## src/hdl/tti_pkg.sv

```systemverilog
// Shared types and constants for the transaction timestamp interval table.
// No dependencies; imported by every other file of the block.
package tti_pkg;

	localparam int STAMP_W = 31;
	localparam int TXN_W = 32;
	localparam int SLOT_W = 6;
	localparam int MODE_W = 4;
	localparam int WIDE_W = 32;
	localparam int QUEUE_DEPTH = 2;
	localparam logic [STAMP_W-1:0] STAMP_TOP = {STAMP_W{1'b1}};
	localparam logic [STAMP_W-1:0] PICK_STEP = STAMP_W'(5);
	localparam logic signed [WIDE_W-1:0] NEG_ONE = {WIDE_W{1'b1}};

	typedef enum logic [MODE_W-1:0] {
		MD_UPD_START = 4'd0,
		MD_UPD_COMMIT = 4'd1,
		MD_FORCE_HIGH = 4'd2,
		MD_FORCE_CLOW = 4'd3,
		MD_CONFLICT = 4'd4,
		MD_MVCC = 4'd5,
		MD_END = 4'd6,
		MD_ABORT = 4'd7,
		MD_ACTIVE = 4'd8,
		MD_READ = 4'd9,
		MD_BEGIN = 4'd10,
		MD_COMPLETE = 4'd11
	} mode_t;

	typedef struct packed {
		logic [MODE_W-1:0] mode;
		logic [SLOT_W-1:0] slot;
		logic [STAMP_W-1:0] stamp_a;
		logic [STAMP_W-1:0] stamp_b;
		logic [TXN_W-1:0] txn_id;
	} req_t;

	typedef struct packed {
		logic proceed;
		logic conflict;
		logic active;
		logic signed [WIDE_W-1:0] start_low;
		logic [STAMP_W-1:0] start_high;
		logic [STAMP_W-1:0] commit_low;
		logic signed [WIDE_W-1:0] start_pick;
		logic [STAMP_W-1:0] commit_val;
	} rsp_t;

	// classified request as handed from the front end to the back end
	typedef struct packed {
		mode_t op;
		logic in_range;
		logic [SLOT_W-1:0] slot;
		logic [STAMP_W-1:0] stamp_a;
		logic [STAMP_W-1:0] stamp_a_dec;
		logic [STAMP_W-1:0] stamp_b;
		logic [TXN_W-1:0] txn_id;
	} cmd_t;

	typedef struct packed {
		logic [TXN_W-1:0] txn;
		logic [STAMP_W-1:0] start_low;
		logic [STAMP_W-1:0] start_high;
		logic [STAMP_W-1:0] commit_low;
		logic [STAMP_W-1:0] commit;
		logic completing;
	} rec_t;

	localparam rec_t REC_RESET = '{
		txn: '0,
		start_low: '0,
		start_high: STAMP_TOP,
		commit_low: '0,
		commit: '0,
		completing: 1'b0
	};

	typedef enum logic {
		BK_RD = 1'b0,
		BK_EX = 1'b1
	} bk_state_t;

endpackage

```

## src/hdl/tti_if.sv

```systemverilog
// Valid/ready channel interfaces for the request and response sides.
// Depends on tti_pkg for the payload types.
interface tti_req_if import tti_pkg::*; ();
	logic valid;
	logic ready;
	req_t data;

	modport source (output valid, output data, input ready);
	modport sink (input valid, input data, output ready);
endinterface


```

## src/hdl/tti_front.sv

```systemverilog
// Front end: takes requests, classifies mode and slot range, pushes commands.
// Depends on tti_pkg and tti_req_if.
module tti_front import tti_pkg::*; #(
	parameter int SLOTS = 64
) (
	tti_req_if.sink req,
	input logic q_full,
	output logic push,
	output cmd_t push_cmd
);

	mode_t op;

	always_comb begin
		unique case (req.data.mode)
			MD_UPD_START, MD_UPD_COMMIT, MD_FORCE_HIGH, MD_FORCE_CLOW,
			MD_CONFLICT, MD_MVCC, MD_END, MD_ABORT, MD_ACTIVE, MD_READ,
			MD_BEGIN, MD_COMPLETE: op = mode_t'(req.data.mode);
			default: op = MD_READ; // unused codes behave as a read
		endcase
	end

	assign req.ready = !q_full;
	assign push = req.valid && !q_full;

	always_comb begin
		push_cmd.op = op;
		push_cmd.in_range = (32'(req.data.slot) < 32'(SLOTS));
		push_cmd.slot = req.data.slot;
		push_cmd.stamp_a = req.data.stamp_a;
		push_cmd.stamp_a_dec = req.data.stamp_a - STAMP_W'(1);
		push_cmd.stamp_b = req.data.stamp_b;
		push_cmd.txn_id = req.data.txn_id;
	end

endmodule

```

## src/flat_wrapper.sv

```systemverilog
// flat-port wrapper written by rule: the top's interface ports become plain ports
module tti_front_flat import tti_pkg::*;
#(
	parameter int SLOTS = 64
)
  (q_full, push, push_cmd, req_valid, req_data, req_ready);
  tti_req_if req_i ();
  input logic q_full;
  output logic push;
  output cmd_t push_cmd;
  input wire logic [$bits(req_i.valid)-1:0] req_valid;
  input wire logic [$bits(req_i.data)-1:0] req_data;
  output wire logic [$bits(req_i.ready)-1:0] req_ready;
  assign req_i.valid = req_valid;
  assign req_i.data = req_data;
  assign req_ready = req_i.ready;
  tti_front #(.SLOTS(SLOTS)) u_core (.req(req_i), .q_full(q_full), .push(push), .push_cmd(push_cmd));
endmodule
```

## config.mk

```make
export PLATFORM = sky130hd
export DESIGN_NAME = tti_front_flat
export DESIGN_NICKNAME = d
export VERILOG_FILES = /design/src/hdl/tti_pkg.sv /design/src/hdl/tti_if.sv /design/src/hdl/tti_front.sv /design/src/flat_wrapper.sv
export SDC_FILE = /design/constraint.sdc
export NUM_CORES = 1
export LEC_CHECK = 0
export ABC_AREA = 1
export BUFFER_PORTS_ARGS = -buffer_cell sky130_fd_sc_hd__buf_4
export CAP_MARGIN = 10
export CORE_AREA = 3 3 93 95
export DETAILED_ROUTE_END_ITERATION = 10
export DIE_AREA = 0 0 96 98
export PLACE_DENSITY_LB_ADDON = 0.15
export SLEW_MARGIN = 25
export SYNTH_ARGS = -nofsm -noshare
export SYNTH_HDL_FRONTEND = slang
export SYNTH_SLANG_ARGS = --single-unit
```

## constraint.sdc

```tcl
create_clock -name vclk -period 3.66
set_clock_uncertainty 0.15 [all_clocks]
set_input_delay 0.366 -clock vclk [all_inputs]
set_output_delay 0.366 -clock vclk [all_outputs]
set_load 0.03 [all_outputs]
```

== Yosys cells after proc, flatten, opt, wreduce, memory -nomap -nowiden ==
Cells that the tools add are included.

* Bits in registers: 0
* Output and inout bits: 138
* Logic and storage cells: 17
* Bits of input ports: 106

* $add $sub $neg: 1
* Reduce and logical (&&, ||, !) cells: 4
* Equal/unequal tests: 11
* Mux-type cells: 1

{| class="wikitable"
|+ Operators with widths
! cell !! count
|-
| $sub 31x1->31 const B || 1
|-
| $eq 4x3->1 const B || 4
|-
| $eq 4x4->1 const B || 4
|-
| $reduce_or 12->1 || 1
|-
| $eq 4x2->1 const B || 2
|-
| $eq 4x1->1 const B || 1
|-
| $logic_not 4->1 || 1
|-
| $mux 4 || 1
|-
| $logic_and 1x1->1 || 1
|-
| $logic_not 1->1 || 1
|}

== Logic depth before layout (Yosys ltp) ==
* Depth after elaboration: 3
* Gate-level depth with buffers: 9
* Depth with buffers taken out: 9

== Worst setup path before layout ==
OpenSTA, ideal clock, no wires.

* Kind: input to output
* Start point: in req_data[63]
* End point: out push_cmd[77] in the netlist's numbering
* Cell stages on the path: 6
* Arrival: 1.795 ns
* Setup slack: 1.349 ns
* Path buffers: 0
* Cells stage by stage: inv_1 -> ha_1 -> nand2_2 -> nor2_2 -> nand2_1 -> xnor2_1

{| class="wikitable"
|+ RTL lines
! element !! line !! RTL
|-
| start, declared || flat_wrapper.sv:12 || <nowiki>input wire logic [$bits(req_i.data)-1:0] req_data;</nowiki>
|-
| end, declared || flat_wrapper.sv:10 || <nowiki>output cmd_t push_cmd;</nowiki>
|}

==> reports/metrics.yaml <==
status: "finished clean"
worstPathRequired_ns: 3.14
cts_resized: 0
finalSetupTns_ns: 0
hold_viol: 0
drive_above_1_share_pct: 37.6
hold_class: "in2out"
hold_depth: 0
synth_most_common_cell: "buf_4"
internal_power_uw: 95.0
yosys_warnings: 0
seq_area_frac_synth_pct: 0
synth.area.top_cells: "buf_4 46%, nand2_1 17%, nor2_1 12%"
rsz0062_at_grt: "false"
setup_viol: 0
drc: 0
grt_first_pass_wirelength_um: 7720
syn_area_per_cell_um2: 5.53
switchingPower_uw: 156
startpoint_type: "input port"
sequentialPowerShare_pct: 0
switching_share_pct: 62.1
ys_types: 19
netlist_area_mm2: 0.00166
num_vias: 1588
hpwl_um: 4480
pwr-share-clk_pct: 0
grt_usage_pct: 9.93
max_freq_ghz: 0.461
gp_congestion: 0.774
grt_pass1_vias: 1649
nFlopsAndLatches: 0
diodes: 0
power_density_mw_per_mm2: 139
pin_count: 244
grt_overflow_total: 0
area.sequential_um2: 0
portBuffers: 105
maxSlewViolCount: 0
first_pass_iters: 4
placed_area_mm2: 0.00181
initial_core_util_pct: 21.2
min_period_ns: 2.17
synth_fp_nets: 407
post-place-ws_ns: 1.45
grt_max_degree: 7
wl_um: 4920
setup_ws_ns: 1.49
dieArea_mm2: 0.00941
ir_drop_mv: 0.0491
via_per_inst: 3.92
crit_arrival_ns: 1.66
syn_inst: 300
nets: 412
n_clock_buffer: 0
antenna_left: 0
synth_top_area_share_pct: 45.7
die_h_um: 98
end_kind: "primary output"
postCtsHoldBufs: 0
combPwrFrac_pct: 100.0
cp_max_fo: 5
p_leak_uw: 0.000950
die_w_um: 96
antenna_found_initial: 0
final_core_util_pct: 23.2
wl_per_cell_um: 12.1
max_cap_viol_count: 0
min_period_over_period_pct: 59.3
post_cts_buffers: 0
final_cell_area_mm2: 0.00181
drt_iter0_drc: 24
crit_type: "in2out"
core_area_mm2: 0.00781
rows: 32
yosysTopAreaCell: "buf_4"
syn_to_final_growth_pct: 9.28
synth_commonest_cells: "101 x buf_4, 73 x nand2_1, 55 x nor2_1"
-- routing by layer --
| layer | vias up | GRT usage (%) | wire [um] |
|---|---|---|---|
| li1 | 803 | - | - |
| met1 | 685 | 11.5 | 1960 |
| met2 | 76 | 18.0 | 2370 |
| met3 | 24 | 2.47 | 498 |
| met4 | 0 | 2.19 | 89 |
| met5 | - | 0 | 0 |
-- logic make-up (layout without fill, tap and decap cells) --
kind of cell               Yosys count  after routing  synth area share [%]
xor gates and xnor gates            14             14                  7.40
and+or+nand+nor                    146            146                  36.5
buffers and inverters              128            131                  51.8
adders and majority gates            1              1                 0.755
other                                1              1                 0.226
AOI/OAI and AO/OA                   10             10                  3.32
-- path summary, 6_finish.rpt --
kind,start,endpoint,slack [ns]
setup / recovery,req_data[63],push_cmd[85],1.49
hold / removal,req_data[96],push_cmd[127],0.58
-- area by class of cell --
cell class                      count  area, um2
Fill cell                         940       6000
Multi-Input combinational cell    172        798
Timing Repair Buffer              105        788
Tap cell                          102        128
Inverter                           26       97.6
-- critical path: stages --
cell     delay, ns
buf_4         0.11
inv_1         0.09
ha_1          0.27
nand2_2       0.14
nor2_2        0.14
nand2_1       0.13
inv_1         0.09
nand2_1       0.05
nand2_1       0.06
nand2_1       0.04
buf_4         0.16
-- power by group through the flow --
| stage | clock, uW | combinational [uW] | sequential, uW |
|---|---|---|---|
| after floorplan | 0 | 297 | 0 |
| after global placement | 0 | 256 | 0 |
| after detailed placement | 0 | 255 | 0 |
| after CTS | 0 | 256 | 0 |
| after global routing | 0 | 271 | 0 |
| final | 0 | 251 | 0 |
-- through the flow --
step	total power (uW)	instances	hold WS (ns)
6_report	251	405	0.582
5_1_grt	271	405	0.582
4_1_cts	256	405	0.582
3_5_place_dp	255	405	0.582
3_3_place_gp	256	405	0.582
2_1_floorplan	297	300	0.692
-- layout by cell type, fill, tap and decap left out --
| master | n |
|---|---|
| nand2_1 | 73 |
| nor2_2 | 3 |
| o21ai_0 | 3 |
| a21boi_0 | 1 |
| nand3b_1 | 4 |
| nor2_4 | 2 |
| xnor2_1 | 7 |
| conb_1 | 1 |
| nand4_1 | 2 |
| inv_1 | 26 |
| nor2_1 | 55 |
| xor2_1 | 7 |
| nand2_2 | 4 |
| o21ai_1 | 5 |
| ha_1 | 1 |
| a21o_1 | 1 |
| buf_4 | 105 |
| nand3_1 | 3 |
No activity file was read; power rests on OpenSTA's default activity.
