$ cat src/hdl/tti_pkg.sv
// Shared types and constants for the transaction timestamp interval table.
// No dependencies; imported by every other file of the block.
package tti_pkg;

	localparam int STAMP_W = 31;
	localparam int TXN_W = 32;
	localparam int SLOT_W = 6;
	localparam int MODE_W = 4;
	localparam int WIDE_W = 32;
	localparam int QUEUE_DEPTH = 2;
	localparam logic [STAMP_W-1:0] STAMP_TOP = {STAMP_W{1'b1}};
	localparam logic [STAMP_W-1:0] PICK_STEP = STAMP_W'(5);
	localparam logic signed [WIDE_W-1:0] NEG_ONE = {WIDE_W{1'b1}};

	typedef enum logic [MODE_W-1:0] {
		MD_UPD_START = 4'd0,
		MD_UPD_COMMIT = 4'd1,
		MD_FORCE_HIGH = 4'd2,
		MD_FORCE_CLOW = 4'd3,
		MD_CONFLICT = 4'd4,
		MD_MVCC = 4'd5,
		MD_END = 4'd6,
		MD_ABORT = 4'd7,
		MD_ACTIVE = 4'd8,
		MD_READ = 4'd9,
		MD_BEGIN = 4'd10,
		MD_COMPLETE = 4'd11
	} mode_t;

	typedef struct packed {
		logic [MODE_W-1:0] mode;
		logic [SLOT_W-1:0] slot;
		logic [STAMP_W-1:0] stamp_a;
		logic [STAMP_W-1:0] stamp_b;
		logic [TXN_W-1:0] txn_id;
	} req_t;

	typedef struct packed {
		logic proceed;
		logic conflict;
		logic active;
		logic signed [WIDE_W-1:0] start_low;
		logic [STAMP_W-1:0] start_high;
		logic [STAMP_W-1:0] commit_low;
		logic signed [WIDE_W-1:0] start_pick;
		logic [STAMP_W-1:0] commit_val;
	} rsp_t;

	// classified request as handed from the front end to the back end
	typedef struct packed {
		mode_t op;
		logic in_range;
		logic [SLOT_W-1:0] slot;
		logic [STAMP_W-1:0] stamp_a;
		logic [STAMP_W-1:0] stamp_a_dec;
		logic [STAMP_W-1:0] stamp_b;
		logic [TXN_W-1:0] txn_id;
	} cmd_t;

	typedef struct packed {
		logic [TXN_W-1:0] txn;
		logic [STAMP_W-1:0] start_low;
		logic [STAMP_W-1:0] start_high;
		logic [STAMP_W-1:0] commit_low;
		logic [STAMP_W-1:0] commit;
		logic completing;
	} rec_t;

	localparam rec_t REC_RESET = '{
		txn: '0,
		start_low: '0,
		start_high: STAMP_TOP,
		commit_low: '0,
		commit: '0,
		completing: 1'b0
	};

	typedef enum logic {
		BK_RD = 1'b0,
		BK_EX = 1'b1
	} bk_state_t;

endpackage

$ cat src/hdl/tti_queue.sv
// Short command queue between front and back end.
// Depends on tti_pkg.
module tti_queue import tti_pkg::*; (
	input logic clk,
	input logic arst_n,
	input logic push,
	input cmd_t push_cmd,
	output logic full,
	input logic pop,
	output cmd_t pop_cmd,
	output logic empty
);

	localparam int PTR_W = $clog2(QUEUE_DEPTH);
	localparam int CNT_W = $clog2(QUEUE_DEPTH + 1);

	cmd_t entry_q [QUEUE_DEPTH];
	logic [PTR_W-1:0] wr_ptr_q;
	logic [PTR_W-1:0] rd_ptr_q;
	logic [CNT_W-1:0] count_q;

	assign full = (count_q == CNT_W'(QUEUE_DEPTH));
	assign empty = (count_q == '0);
	assign pop_cmd = entry_q[rd_ptr_q];

	always_ff @(posedge clk) begin
		if (push) begin
			entry_q[wr_ptr_q] <= push_cmd;
		end
	end

	always_ff @(posedge clk or negedge arst_n) begin
		if (!arst_n) begin
			wr_ptr_q <= '0;
			rd_ptr_q <= '0;
			count_q <= '0;
		end else begin
			if (push) begin
				wr_ptr_q <= (wr_ptr_q == PTR_W'(QUEUE_DEPTH - 1)) ? '0 : wr_ptr_q + PTR_W'(1);
			end
			if (pop) begin
				rd_ptr_q <= (rd_ptr_q == PTR_W'(QUEUE_DEPTH - 1)) ? '0 : rd_ptr_q + PTR_W'(1);
			end
			unique case ({push, pop})
				2'b10: count_q <= count_q + CNT_W'(1);
				2'b01: count_q <= count_q - CNT_W'(1);
				default: count_q <= count_q;
			endcase
		end
	end

endmodule

$ cat config.mk
export PLATFORM = sky130hd
export DESIGN_NAME = tti_queue
export DESIGN_NICKNAME = d
export VERILOG_FILES = /design/src/hdl/tti_pkg.sv /design/src/hdl/tti_queue.sv
export SDC_FILE = /design/constraint.sdc
export NUM_CORES = 1
export LEC_CHECK = 0
export BUFFER_PORTS_ARGS = -buffer_cell sky130_fd_sc_hd__buf_2
export CAP_MARGIN = 20
export CELL_PAD_IN_SITES_DETAIL_PLACEMENT = 0
export CELL_PAD_IN_SITES_GLOBAL_PLACEMENT = 1
export CORE_UTILIZATION = 44
export DETAILED_ROUTE_END_ITERATION = 10
export GPL_TIMING_DRIVEN = 1
export PLACE_DENSITY = 0.77
export RECOVER_POWER = 100
export SLEW_MARGIN = 10
export SYNTH_ARGS = -nofsm -noshare
export SYNTH_HDL_FRONTEND = slang
export SYNTH_SLANG_ARGS = --single-unit
$ cat constraint.sdc
create_clock -name clk -period 9.33 [get_ports clk]
set_clock_uncertainty 0.15 [all_clocks]
set_input_delay 1.866 -clock clk [delete_from_list [all_inputs] [get_ports clk]]
set_output_delay 1.866 -clock clk [all_outputs]
set_load 0.005 [all_outputs]
== After elaboration in Yosys (flattened, before gate mapping) ==
Memory sizes are Yosys's and may differ from the RTL's.
Cells that the tools add are included.
Word-level totals
  bits in registers: 4
  bits of input ports: 140
  bits in writable memories: 272
  logic and storage cells: 18
  output and inout port bits: 138
  memories kept: 1
Memories
  entry_q: words 2, bits a word 136, read ports 1, clocked after Yosys merged registers in 0, write ports 1, line tti_queue.sv:17  | cmd_t entry_q [QUEUE_DEPTH];
Cells by class
  mux-type cells: 5
  reduce and logical (&&, ||, !) cells: 2
  eq/ne operators: 3
  add/subtract/negate cells: 4
Operators by type and width (count)
  2-bit == test (second input constant): 2
  1-bit 2-to-1 mux: 4
  2-bit case mux with 2 select lines: 1
  1-bit adder (second input constant): 2
  2-bit by 1-bit adder with 2-bit output (second input constant): 1
  2-bit by 1-bit == test with 1-bit output (second input constant): 1
  2-bit zero test: 1
  2-bit nonzero test: 1
  2-bit by 1-bit subtractor with 2-bit output (second input constant): 1

== Depth between registers and ports, before layout ==
Gate-level depths: netlist of the first run.
  depth after elaboration: 2
  gate-level depth with buffers: 5
  gate-level depth less buffers: 5

== Worst setup path before layout of the first run ==
Ideal clock, no wire load.
  path type: input to register
  start: input port push
  end: memory entry_q[0][0] in the netlist's numbering (enable)
  buffers on the path: 0
  arrival time: 7.620 ns
  path slack: 0.923 ns
  library setup time: 0.637 ns
  stages: 2
  data required time: 8.543 ns
  cell sequence: inv_1 > nor2_1
Between the ends
  cells in the longest elaborated chain, start to end: 2
RTL lines
  start: declaration: line tti_queue.sv:6  | input logic push,
  1-bit 2-to-1 mux: line tti_queue.sv:27  | if (push) begin
  1-bit 2-to-1 mux (not written as such): line tti_queue.sv:28  | entry_q[wr_ptr_q] <= push_cmd;
  end: declaration: line tti_queue.sv:17
Every way passes these cells.

==> impl_metrics.xml, run 1 <==
<?xml version="1.0" encoding="UTF-8"?>
<metrics>
  <group name="detailed_routing">
    <metric name="viasPerCell" unit="">4.83</metric>
    <metric name="wl_per_cell" unit="µm">17.7</metric>
    <metric name="drcViolationCount" unit="">0</metric>
    <metric name="postRouteWirelength" unit="µm">18500</metric>
    <metric name="firstDrtPassIters" unit="">4</metric>
    <metric name="drt_iter0_markers" unit="">228</metric>
    <metric name="postRouteAntennaNets" unit="">0</metric>
    <metric name="num_vias" unit="">5031</metric>
  </group>
  <group name="setup_path">
    <metric name="cp-start-kind" unit="">register</metric>
    <metric name="reg2reg_setup_slack" unit="ns">4.33</metric>
    <metric name="path_delay_family" unit="">flip-flops</metric>
    <metric name="rr_endpoint" unit="">entry_q[1][26]$_DFFE_PP_</metric>
    <metric name="timing.critical_path.arrival" unit="ns">4.08</metric>
    <metric name="required" unit="ns">7.31</metric>
    <metric name="start_point_of_the_critical_path" unit="">rd_ptr_q$_DFFE_PN0P_</metric>
    <metric name="critical_path.n_buffers_inverters" unit="">2</metric>
    <metric name="setup.worst_path.end_class" unit="">output port</metric>
    <metric name="slowest_delay" unit="ns">1.87</metric>
    <metric name="path_cells" unit="">buf_4, mux2_2, buf_2</metric>
    <metric name="worst-r2r-cell-count" unit="">3</metric>
    <metric name="timing_worst_setup_path_type" unit="">register to output port</metric>
    <metric name="cp-endpoint" unit="">pop_cmd[126]</metric>
    <metric name="cp_slowest_cell" unit="">dfrtp_1</metric>
    <metric name="critical_path_peak_fanout" unit="">81</metric>
    <metric name="path_depth" unit="">3</metric>
    <metric name="crit-reg2reg-launch" unit="">wr_ptr_q$_DFFE_PN0P_</metric>
  </group>
  <group name="timing">
    <metric name="timing.slew.headroom" unit="%">-128</metric>
    <metric name="final_max_slew_viol_count" unit="">251</metric>
    <metric name="timing.fmax" unit="MHz">164</metric>
    <metric name="final_period_demand_of_the_worst_path" unit="ns">6.10</metric>
    <metric name="rsz0062_at_grt" unit="">false</metric>
    <metric name="finalSetupTns" unit="ns">0</metric>
    <metric name="worst_slew_pin_tran" unit="ns">3.41</metric>
    <metric name="holdWs" unit="ns">0.340</metric>
    <metric name="final-setup-viol-count" unit="">0</metric>
    <metric name="final.period_utilization" unit="%">65.4</metric>
    <metric name="hold_violations" unit="">0</metric>
  </group>
  <group name="synthesis">
    <metric name="synth_top_area_share" unit="%">81.1</metric>
    <metric name="ys_seq_elements" unit="">276</metric>
    <metric name="synth_sequential_area_ratio" unit="%">82.0</metric>
    <metric name="mappedNetlistNets" unit="">580</metric>
    <metric name="syn-instance-count" unit="">439</metric>
    <metric name="synthDistinctLibCells" unit="">12</metric>
    <metric name="synth.top_cells.by_area" unit="">edfxtp_1 (81%), mux2_2 (15%), clkbuf_8 (1.4%)</metric>
    <metric name="ys.warnings.count" unit="">0</metric>
    <metric name="synthesis.area_per_instance" unit="µm²">23.0</metric>
    <metric name="netlist_area" unit="µm²">10100</metric>
    <metric name="netlist.top_cell.by_area" unit="">edfxtp_1</metric>
  </group>
  <group name="clock_network">
    <metric name="tritoncts.num_buffers" unit="">29</metric>
    <metric name="h_tree_depth" unit="">1</metric>
    <metric name="cts_root_buffer" unit="">clkbuf_16</metric>
    <metric name="tritoncts_num_sinks" unit="">276</metric>
    <metric name="cts_setup_buffers" unit="">0</metric>
    <metric name="ctsResizeCount" unit="">0</metric>
    <metric name="clock_path_buffers" unit="">3</metric>
    <metric name="post_cts_hold_buffer_count" unit="">0</metric>
    <metric name="worstSkewPairLatency" unit="ns">0.51</metric>
    <metric name="cts_clock_pin_slew_for_the_worst_setup_and_hold_paths" unit="ns">0.06</metric>
    <metric name="cts_tree" unit="">built</metric>
  </group>
  <group name="place">
    <metric name="place.detailed.hpwl" unit="µm">11900</metric>
    <metric name="gpl.final_weighted_congestion" unit="">0.755</metric>
    <metric name="placed_cells_incl_taps" unit="">990</metric>
    <metric name="port_buffers" unit="">277</metric>
  </group>
  <group name="run">
    <metric name="reported_max_cap_violation_count" unit="">5</metric>
  </group>
  <group name="grt">
    <metric name="first_global_vias" unit="">5383</metric>
    <metric name="grt_start_max_net_pins" unit="">86</metric>
    <metric name="grt-busiest-layer" unit="">met2</metric>
    <metric name="antenna_found_initial" unit="">2</metric>
    <metric name="use_met3" unit="%">4.73</metric>
    <metric name="grt.met1_usage" unit="%">18.5</metric>
    <metric name="global_route_wire_length_before_repair" unit="µm">28200</metric>
    <metric name="remaining_overflow_grt" unit="">0</metric>
    <metric name="track_usage" unit="%">15.4</metric>
    <metric name="grt_util_met2" unit="%">26.6</metric>
  </group>
  <group name="pwr">
    <metric name="power-per-cell-area" unit="nW/µm²">296</metric>
    <metric name="max-vdd-ir-drop" unit="µV">196</metric>
    <metric name="power.leakage" unit="nW">4.33</metric>
  </group>
  <group name="floorplanning">
    <metric name="design.die.area" unit="µm²">23500</metric>
    <metric name="design.core.area" unit="µm²">22600</metric>
    <metric name="fp.dieH" unit="µm">153</metric>
    <metric name="i_o_pin_count" unit="">278</metric>
    <metric name="placement_rows" unit="">55</metric>
    <metric name="initial_core_util" unit="%">44.6</metric>
    <metric name="die_w" unit="µm">153</metric>
  </group>
  <group name="status">
    <metric name="result_of_the_run" unit="">finished, violations left</metric>
    <metric name="violations" unit="">capacitance limit, slew limit</metric>
  </group>
  <group name="layout">
    <metric name="finish.cell_count_without_fillers" unit="">1041</metric>
    <metric name="mostFrequentLayoutCell" unit="">edfxtp_1</metric>
    <metric name="fillers" unit="">1890</metric>
    <metric name="area_of_the_multi_input_gates" unit="µm²">1620</metric>
    <metric name="syn2layout_area_growth" unit="%">22.7</metric>
    <metric name="layout_common_cells" unit="">edfxtp_1 (272), clkbuf_1 (144), buf_2 (143)</metric>
    <metric name="drive_above_1_share" unit="%">40.5</metric>
    <metric name="layout_nets" unit="">879</metric>
    <metric name="ff_latch_area" unit="µm²">8270</metric>
  </group>
  <group name="worst_hold_path">
    <metric name="hold_removal_path_class" unit="">register to register</metric>
  </group>
</metrics>
-- registers in the layout, summed over array words and instances (netlist names) --
register	count
rd_ptr_q	1
wr_ptr_q	1
count_q	2
entry_q	272
-- cell usage after synthesis --
master / instances
and2_1: 1
buf_6: 5
clkbuf_8: 10
dfrtp_1: 4
edfxtp_1: 272
ha_1: 1
inv_1: 1
mux2_2: 136
nor2_1: 3
nor2b_1: 1
xnor2_1: 2
xor2_1: 3
-- worst min-delay path by stage --
stage                             end  slack, ns                    from  cells after the start
5_1_grt        count_q[1]$_DFFE_PN0P_       0.37  count_q[1]$_DFFE_PN0P_                      1
3_3_place_gp   count_q[1]$_DFFE_PN0P_       0.32  count_q[1]$_DFFE_PN0P_                      1
3_5_place_dp   count_q[1]$_DFFE_PN0P_       0.33  count_q[1]$_DFFE_PN0P_                      1
6_report       count_q[1]$_DFFE_PN0P_       0.34  count_q[1]$_DFFE_PN0P_                      1
2_1_floorplan    wr_ptr_q$_DFFE_PN0P_       0.31    wr_ptr_q$_DFFE_PN0P_                      1
4_1_cts        count_q[1]$_DFFE_PN0P_       0.34  count_q[1]$_DFFE_PN0P_                      1
-- where the power goes --
| group | switching, W | internal (W) | leakage, nW |
|---|---|---|---|
| Clock | 0.000414 | 0.000616 | 0.412 |
| Combinational | 0.000434 | 0.000439 | 1.32 |
| Sequential | 0.0000987 | 0.00166 | 2.60 |
-- stage by stage --
stage               util [%]  area (µm²)  setup slack (ns)  power (W)
global route            54.8       12400              2.73    0.00384
CTS                     55.5       12500              4.22    0.00373
global placement        51.7       11700              4.84    0.00266
detailed placement      51.7       11700              4.79    0.00269
finish                  54.8       12400              3.23    0.00366
floorplan                  -       10100             0.923    0.00237
-- layer usage --
metal,wire (µm),vias up
met3,1570,41
li1,-,2342
met2,9290,211
met4,403,2
met5,10,-
met1,7190,2435
-- cells by family (layout without fill, tap and decap cells) --
| family | Yosys count | count (layout) | share of synthesized area, % |
|---|---|---|---|
| other | 0 | 1 | 0 |
| XOR/XNOR | 5 | 5 | 0.435 |
| AND/OR/NAND/NOR | 5 | 5 | 0.236 |
| adder cells (fa/ha/maj) | 1 | 1 | 0.124 |
| buffers and inverters | 16 | 332 | 1.96 |
| multiplexers | 136 | 136 | 15.2 |
| flip-flops | 276 | 276 | 82.0 |
-- cell type report --
| cell class | instances | area share [%] |
|---|---|---|
| diodes | 1 | 0.0202 |
| flip-flops and latches | 276 | 66.8 |
| inverters | 1 | 0.0303 |
| multi-input cells | 147 | 13.1 |
| clock inverters | 12 | 0.799 |
| well taps | 285 | 2.88 |
| clock buffers | 36 | 6.08 |
| repair buffers | 283 | 10.3 |
No activity file was read; power rests on OpenSTA's default activity.
==> run 2, diff against run 1 <==
Clock period 9.33 ns to 5.9 ns, I/O delays scaled along.
==> run 2 against run 1 <==
The flow still finishes with violations (capacitance limit, slew limit). Combinational power increased by 52%. Non-clock buffer count is 1 lower. Via count about the same. Clock power up 57%.
==> impl_metrics.xml, run 2 (same netlist as run 1, synthesis figures left out) <==
<?xml version="1.0" encoding="UTF-8"?>
<metrics>
  <group name="detailed_routing">
    <metric name="viasPerCell" unit="">4.83</metric>
    <metric name="drt_iter0_markers" unit="">276</metric>
    <metric name="firstDrtPassIters" unit="">4</metric>
    <metric name="num_vias" unit="">5034</metric>
    <metric name="postRouteWirelength" unit="µm">19000</metric>
    <metric name="wl_per_cell" unit="µm">18.3</metric>
    <metric name="drcViolationCount" unit="">0</metric>
    <metric name="postRouteAntennaNets" unit="">0</metric>
  </group>
  <group name="place">
    <metric name="port_buffers" unit="">277</metric>
    <metric name="place.detailed.hpwl" unit="µm">12500</metric>
    <metric name="gpl.final_weighted_congestion" unit="">0.757</metric>
    <metric name="post_dp_cell_area" unit="µm²">11700</metric>
  </group>
  <group name="layout">
    <metric name="mostFrequentLayoutCell" unit="">edfxtp_1</metric>
    <metric name="syn2layout_area_growth" unit="%">22.5</metric>
    <metric name="drive_above_1_share" unit="%">41.3</metric>
    <metric name="layout_nets" unit="">878</metric>
    <metric name="largest_register" unit="">entry_q</metric>
    <metric name="largestRegisters" unit="">entry_q (272), count_q (2)</metric>
    <metric name="final_core_utilization" unit="%">54.7</metric>
    <metric name="layout_common_cells" unit="">edfxtp_1 (272), clkbuf_1 (145), buf_2 (137)</metric>
    <metric name="post-route-cell-area" unit="µm²">12300</metric>
    <metric name="n_antenna_cell" unit="">0</metric>
    <metric name="largest_reg_flops" unit="">272</metric>
  </group>
  <group name="grt">
    <metric name="antenna_found_initial" unit="">1</metric>
    <metric name="first_global_vias" unit="">5525</metric>
    <metric name="global_route_wire_length_before_repair" unit="µm">29400</metric>
    <metric name="remaining_overflow_grt" unit="">0</metric>
    <metric name="grt_start_max_net_pins" unit="">106</metric>
    <metric name="track_usage" unit="%">16.0</metric>
  </group>
  <group name="setup_path">
    <metric name="required" unit="ns">4.57</metric>
    <metric name="cp-start-kind" unit="">register</metric>
    <metric name="timing.critical_path.arrival" unit="ns">3.29</metric>
    <metric name="worst-r2r-cell-count" unit="">2</metric>
    <metric name="reg2reg_setup_slack" unit="ns">1.88</metric>
    <metric name="critical_path_peak_fanout" unit="">77</metric>
    <metric name="rr_endpoint" unit="">entry_q[1][112]$_DFFE_PP_</metric>
    <metric name="setup.worst_path.end_class" unit="">output port</metric>
    <metric name="timing_worst_setup_path_type" unit="">register to output port</metric>
    <metric name="crit-reg2reg-launch" unit="">wr_ptr_q$_DFFE_PN0P_</metric>
    <metric name="start_point_of_the_critical_path" unit="">rd_ptr_q$_DFFE_PN0P_</metric>
  </group>
  <group name="timing">
    <metric name="rsz0062_at_grt" unit="">false</metric>
    <metric name="final.period_utilization" unit="%">78.3</metric>
    <metric name="finalSetupTns" unit="ns">0</metric>
    <metric name="final_max_slew_viol_count" unit="">99</metric>
    <metric name="hold_violations" unit="">0</metric>
    <metric name="timing.fmax" unit="MHz">217</metric>
    <metric name="final_period_demand_of_the_worst_path" unit="ns">4.62</metric>
    <metric name="worst_slew_pin_tran" unit="ns">3.23</metric>
    <metric name="timing.slew.headroom" unit="%">-115</metric>
    <metric name="holdWs" unit="ns">0.323</metric>
    <metric name="final-setup-viol-count" unit="">0</metric>
  </group>
  <group name="clock_network">
    <metric name="cts_clock_pin_slew_for_the_worst_setup_and_hold_paths" unit="ns">0.06</metric>
    <metric name="h_tree_depth" unit="">1</metric>
    <metric name="tritoncts.num_buffers" unit="">29</metric>
    <metric name="tritoncts_num_sinks" unit="">276</metric>
    <metric name="cts_root_buffer" unit="">clkbuf_16</metric>
    <metric name="ctsResizeCount" unit="">0</metric>
    <metric name="post_cts_hold_buffer_count" unit="">0</metric>
    <metric name="cts_setup_buffers" unit="">0</metric>
    <metric name="worstSkewPairLatency" unit="ns">0.52</metric>
    <metric name="clock_path_buffers" unit="">3</metric>
    <metric name="cts_tree" unit="">built</metric>
  </group>
  <group name="pwr">
    <metric name="sw_frac_of_total" unit="%">26.6</metric>
    <metric name="power-per-cell-area" unit="nW/µm²">466</metric>
    <metric name="power.leakage" unit="nW">4.32</metric>
    <metric name="clkPwrFrac" unit="%">28.1</metric>
    <metric name="cellInternalPower" unit="W">0.00423</metric>
    <metric name="sequentialPowerShare" unit="%">48.7</metric>
    <metric name="pwr-share-comb" unit="%">23.2</metric>
    <metric name="max-vdd-ir-drop" unit="µV">335</metric>
    <metric name="p_sw" unit="W">0.00153</metric>
  </group>
  <group name="floorplanning">
    <metric name="initial_core_util" unit="%">44.6</metric>
    <metric name="fp.dieH" unit="µm">153</metric>
    <metric name="i_o_pin_count" unit="">278</metric>
    <metric name="placement_rows" unit="">55</metric>
    <metric name="die_w" unit="µm">153</metric>
    <metric name="design.die.area" unit="µm²">23500</metric>
    <metric name="design.core.area" unit="µm²">22600</metric>
  </group>
  <group name="status">
    <metric name="result_of_the_run" unit="">finished, violations left</metric>
    <metric name="violations" unit="">capacitance limit, slew limit</metric>
  </group>
  <group name="worst_hold_path">
    <metric name="hold_removal_path_class" unit="">primary input to asynchronous set/reset pin</metric>
  </group>
  <group name="run">
    <metric name="reported_max_cap_violation_count" unit="">2</metric>
  </group>
</metrics>
-- run 2: cell count changes in the layout (fill, tap and decap cells not counted), sizes merged --
cell    delta
bufinv     -1
clkbuf     +2
clkinv     +6
buf        -5
diode      -1
-- run 2: cell type report --
| type | count | area [µm²] |
|---|---|---|
| Clock buffer | 34 | 744 |
| Clock inverter | 17 | 100 |
| Fill cell | 1869 | 10200 |
| Inverter | 1 | 3.75 |
| Multi-Input combinational cell | 147 | 1610 |
| Sequential cell | 276 | 8270 |
| Tap cell | 285 | 357 |
| Timing Repair Buffer | 282 | 1250 |
-- run 2: worst max-delay path by stage --
stage / to / cells past startpoint / slack, ns
2_1_floorplan: entry_q[0][0]$_DFFE_PP_ / 2 / 0.56
3_3_place_gp: pop_cmd[135] / 3 / 2.38
3_5_place_dp: pop_cmd[59] / 3 / 2.27
4_1_cts: pop_cmd[59] / 3 / 1.70
5_1_grt: pop_cmd[111] / 3 / 1.04
6_report: pop_cmd[111] / 3 / 1.28
-- run 2: metal layers --
metal  vias up  GRT usage (%)  part of all wire [%]
met5         -              0                 0.058
met4         2           4.48                   1.9
met3        35           5.76                   9.6
met2       191           27.7                    49
met1      2460           18.9                    39
li1       2346              -                     -
-- run 2: critical path: stages (launching register included) --
cell      delay, ns
dfrtp_4        1.08
clkbuf_1       1.00
mux2_2         0.42
clkbuf_1       0.16
-- run 2: power groups by stage --
stage	combinational, W	sequential [W]	clock, W
finish	0.00133	0.00280	0.00162
detailed placement	0.00141	0.00284	0
floorplan	0.000983	0.00275	0
global route	0.00146	0.00285	0.00174
CTS	0.00142	0.00280	0.00166
global placement	0.00139	0.00282	0
-- run 2: stage by stage --
stage | power, W | worst slack, ns | cells
2_1_floorplan | 0.00373 | 0.557 | 439
3_3_place_gp | 0.00420 | 2.38 | 991
3_5_place_dp | 0.00426 | 2.27 | 991
4_1_cts | 0.00589 | 1.70 | 1042
5_1_grt | 0.00605 | 1.04 | 1042
6_report | 0.00575 | 1.28 | 1042
==> run 3, diff against run 2 <==
Settings changed: ABC_AREA set to 1, CORE_UTILIZATION 44 to 38, PLACE_DENSITY 0.77 to 0.74.
Clock period 5.9 ns to 4 ns, I/O delays scaled along.
==> run 3 against run 2 <==
The flow finishes with violations (DRC, capacitance limit, slew limit). Hold slack lost 0.028 ns. Sequential share of layout area down 1.5 points. Combinational power is 53% higher. Setup slack got worse by 0.39 ns. Critical path type unchanged.
==> impl_metrics.xml, run 3 <==
<?xml version="1.0" encoding="UTF-8"?>
<metrics>
  <group name="detailed_routing">
    <metric name="firstDrtPassIters" unit="">8</metric>
    <metric name="postRouteWirelength" unit="µm">19900</metric>
    <metric name="drt_iter0_markers" unit="">326</metric>
    <metric name="wl_per_cell" unit="µm">14.5</metric>
    <metric name="drcViolationCount" unit="">16</metric>
    <metric name="postRouteAntennaNets" unit="">0</metric>
    <metric name="viasPerCell" unit="">4.42</metric>
    <metric name="num_vias" unit="">6092</metric>
  </group>
  <group name="timing">
    <metric name="final_period_demand_of_the_worst_path" unit="ns">3.10</metric>
    <metric name="finalSetupTns" unit="ns">0</metric>
    <metric name="rsz0062_at_grt" unit="">false</metric>
    <metric name="worst_slew_pin_tran" unit="ns">2.09</metric>
    <metric name="timing.slew.headroom" unit="%">-39.6</metric>
    <metric name="timing.fmax" unit="MHz">322</metric>
    <metric name="final_max_slew_viol_count" unit="">274</metric>
    <metric name="final-setup-viol-count" unit="">0</metric>
    <metric name="hold_violations" unit="">0</metric>
    <metric name="final.period_utilization" unit="%">77.6</metric>
  </group>
  <group name="setup_path">
    <metric name="rr_endpoint" unit="">entry_q[0][31]$_DFFE_PP_</metric>
    <metric name="crit-reg2reg-launch" unit="">wr_ptr_q$_DFFE_PN0P_</metric>
    <metric name="worst-r2r-cell-count" unit="">2</metric>
    <metric name="slowest_delay" unit="ns">0.74</metric>
    <metric name="reg2reg_setup_slack" unit="ns">1.25</metric>
    <metric name="timing.critical_path.arrival" unit="ns">2.15</metric>
    <metric name="critical_path.n_buffers_inverters" unit="">2</metric>
    <metric name="timing_worst_setup_path_type" unit="">register to output port</metric>
    <metric name="cp-start-kind" unit="">register</metric>
    <metric name="path_delay_family" unit="">flip-flops</metric>
    <metric name="cp_slowest_cell" unit="">dfrtp_4</metric>
    <metric name="path_cells" unit="">clkbuf_2, o21ai_0, clkbuf_1</metric>
    <metric name="setup.worst_path.end_class" unit="">output port</metric>
    <metric name="critical_path_peak_fanout" unit="">49</metric>
    <metric name="start_point_of_the_critical_path" unit="">rd_ptr_q$_DFFE_PN0P_</metric>
    <metric name="required" unit="ns">3.05</metric>
  </group>
  <group name="floorplanning">
    <metric name="design.core.area" unit="µm²">26200</metric>
    <metric name="placement_rows" unit="">59</metric>
    <metric name="i_o_pin_count" unit="">278</metric>
    <metric name="fp.dieH" unit="µm">166</metric>
    <metric name="initial_core_util" unit="%">39.0</metric>
    <metric name="design.die.area" unit="µm²">27600</metric>
    <metric name="die_w" unit="µm">166</metric>
  </group>
  <group name="layout">
    <metric name="largest_register" unit="">entry_q</metric>
    <metric name="layout_common_cells" unit="">edfxtp_1 (272), clkbuf_1 (182), inv_1 (141), nand2_1 (141), o21ai_0 (135)</metric>
    <metric name="layout_nets" unit="">1160</metric>
    <metric name="largestRegisters" unit="">entry_q (272), count_q (2)</metric>
    <metric name="syn2layout_area_growth" unit="%">23.4</metric>
    <metric name="drive_above_1_share" unit="%">14.1</metric>
    <metric name="largest_reg_flops" unit="">272</metric>
    <metric name="mostFrequentLayoutCell" unit="">edfxtp_1</metric>
    <metric name="final_core_utilization" unit="%">48.1</metric>
  </group>
  <group name="pwr">
    <metric name="power-per-cell-area" unit="nW/µm²">678</metric>
    <metric name="power.leakage" unit="nW">4.94</metric>
    <metric name="max-vdd-ir-drop" unit="µV">422</metric>
  </group>
  <group name="grt">
    <metric name="remaining_overflow_grt" unit="">0</metric>
    <metric name="first_global_vias" unit="">5754</metric>
    <metric name="global_route_wire_length_before_repair" unit="µm">30500</metric>
    <metric name="grt_start_max_net_pins" unit="">137</metric>
    <metric name="track_usage" unit="%">14.1</metric>
    <metric name="antenna_found_initial" unit="">1</metric>
  </group>
  <group name="synthesis">
    <metric name="dominantRegCellSynth" unit="">edfxtp_1</metric>
    <metric name="synth_sequential_area_ratio" unit="%">80.9</metric>
    <metric name="synth.top_cells.by_area" unit="">edfxtp_1 (80%), o21ai_0 (6.6%), inv_1 (5.2%)</metric>
    <metric name="synth_top_area_share" unit="%">79.9</metric>
    <metric name="ys_seq_elements" unit="">276</metric>
    <metric name="netlist_area" unit="µm²">10200</metric>
    <metric name="mappedNetlistNets" unit="">875</metric>
    <metric name="cell_with_the_most_instances_after_synthesis" unit="">edfxtp_1</metric>
    <metric name="synthesis.area_per_instance" unit="µm²">13.9</metric>
    <metric name="ys.warnings.count" unit="">0</metric>
    <metric name="netlist.top_cell.by_area" unit="">edfxtp_1</metric>
    <metric name="synth_enable_flop_cells" unit="">272</metric>
    <metric name="async_flop_share" unit="%">1.45</metric>
    <metric name="netlist_top_cells_count" unit="">edfxtp_1 (272), inv_1 (142), nand2_1 (141)</metric>
    <metric name="syn-instance-count" unit="">734</metric>
    <metric name="synthDistinctLibCells" unit="">14</metric>
  </group>
  <group name="worst_hold_path">
    <metric name="hold_removal_path_class" unit="">primary input to register</metric>
    <metric name="hold_depth" unit="">1</metric>
    <metric name="hp-start" unit="">push_cmd[116]</metric>
    <metric name="hold_path_end" unit="">entry_q[0][116]$_DFFE_PP_</metric>
  </group>
  <group name="place">
    <metric name="port_buffers" unit="">277</metric>
    <metric name="place.detailed.hpwl" unit="µm">12300</metric>
    <metric name="gpl.final_weighted_congestion" unit="">0.727</metric>
  </group>
  <group name="clock_network">
    <metric name="post_cts_hold_buffer_count" unit="">1</metric>
    <metric name="h_tree_depth" unit="">1</metric>
    <metric name="clock_path_buffers" unit="">3</metric>
    <metric name="tritoncts_num_sinks" unit="">276</metric>
    <metric name="ctsResizeCount" unit="">0</metric>
    <metric name="worstSkewPairLatency" unit="ns">0.54</metric>
    <metric name="cts_tree" unit="">built</metric>
    <metric name="cts_clock_pin_slew_for_the_worst_setup_and_hold_paths" unit="ns">0.06</metric>
    <metric name="tritoncts.num_buffers" unit="">30</metric>
    <metric name="cts_setup_buffers" unit="">0</metric>
    <metric name="cts_root_buffer" unit="">clkbuf_16</metric>
  </group>
  <group name="status">
    <metric name="violations" unit="">DRC, capacitance limit, slew limit</metric>
    <metric name="result_of_the_run" unit="">finished, violations left</metric>
  </group>
  <group name="run">
    <metric name="reported_max_cap_violation_count" unit="">2</metric>
  </group>
</metrics>
==> run 3: cell count changes after synthesis, moves of 5 or more <==
cell,delta
nand2_1,+141
o21ai_0,+134
buf_6,-5
clkbuf_8,-10
buf_2,+29
mux2_2,-136
inv_1,+141
==> run 3: worst max-delay path by stage <==
stage	endpoint	slack (ns)	cells after the start
6_report	pop_cmd[18]	0.90	3
5_1_grt	pop_cmd[131]	0.66	4
4_1_cts	pop_cmd[26]	0.88	3
3_5_place_dp	pop_cmd[26]	1.46	3
3_3_place_gp	pop_cmd[26]	1.49	3
2_1_floorplan	entry_q[1][0]$_DFFE_PP_	0.56	2
==> run 3: logic make-up after synthesis <==
group	after synthesis	synth area share, %
xor gates and xnor gates	3	0.257
AOI/OAI and AO/OA	136	6.66
buffers and inverters	172	6.71
adders and majority gates	1	0.122
DFF	276	80.9
and+or+nand+nor	146	5.40
==> run 3: area by class of cell <==
cell class | instances | area (µm²)
multi-input combinational | 286 | 1280
fill | 2377 | 13600
antenna | 1 | 2.50
inverter | 142 | 537
tap | 335 | 419
sequential | 276 | 8270
timing repair buffer | 283 | 1240
clock inverter | 16 | 71.3
clock buffer | 38 | 802
==> run 3: routing by layer <==
| layer | global-route usage [%] | up-vias | share of wire (%) |
|---|---|---|---|
| met1 | 17.4 | 2812 | 41 |
| met3 | 4.36 | 38 | 8.5 |
| li1 | - | 3051 | - |
| met5 | 0 | - | 0 |
| met2 | 23.6 | 191 | 48 |
| met4 | 4.75 | 0 | 2.6 |
==> run 3: power by group <==
| group | switching, W | internal (W) |
|---|---|---|
| sequential | 0.000192 | 0.00388 |
| clock | 0.00103 | 0.00140 |
| combinational | 0.00139 | 0.000650 |
| total | 0.00262 | 0.00593 |
==> run 3: worst register-to-register path, cell delays in order (launching register included) <==
cell      delay (ns)
dfrtp_1         0.42
nor2_4          0.11
clkbuf_4        1.37
==> run 3: metrics by stage <==
| stage | total power [W] | instances | hold WS, ns | instance area [µm²] | setup WS, ns |
|---|---|---|---|---|---|
| floorplan | 0.00526 | 734 | 0.313 | 10200 | 0.561 |
| global placement | 0.00633 | 1321 | 0.339 | 12000 | 1.49 |
| CTS | 0.00884 | 1376 | 0.261 | 12900 | 0.884 |
| detailed placement | 0.00637 | 1321 | 0.341 | 12000 | 1.46 |
| finish | 0.00855 | 1377 | 0.295 | 12600 | 0.897 |
| global route | 0.00910 | 1377 | 0.260 | 12600 | 0.659 |
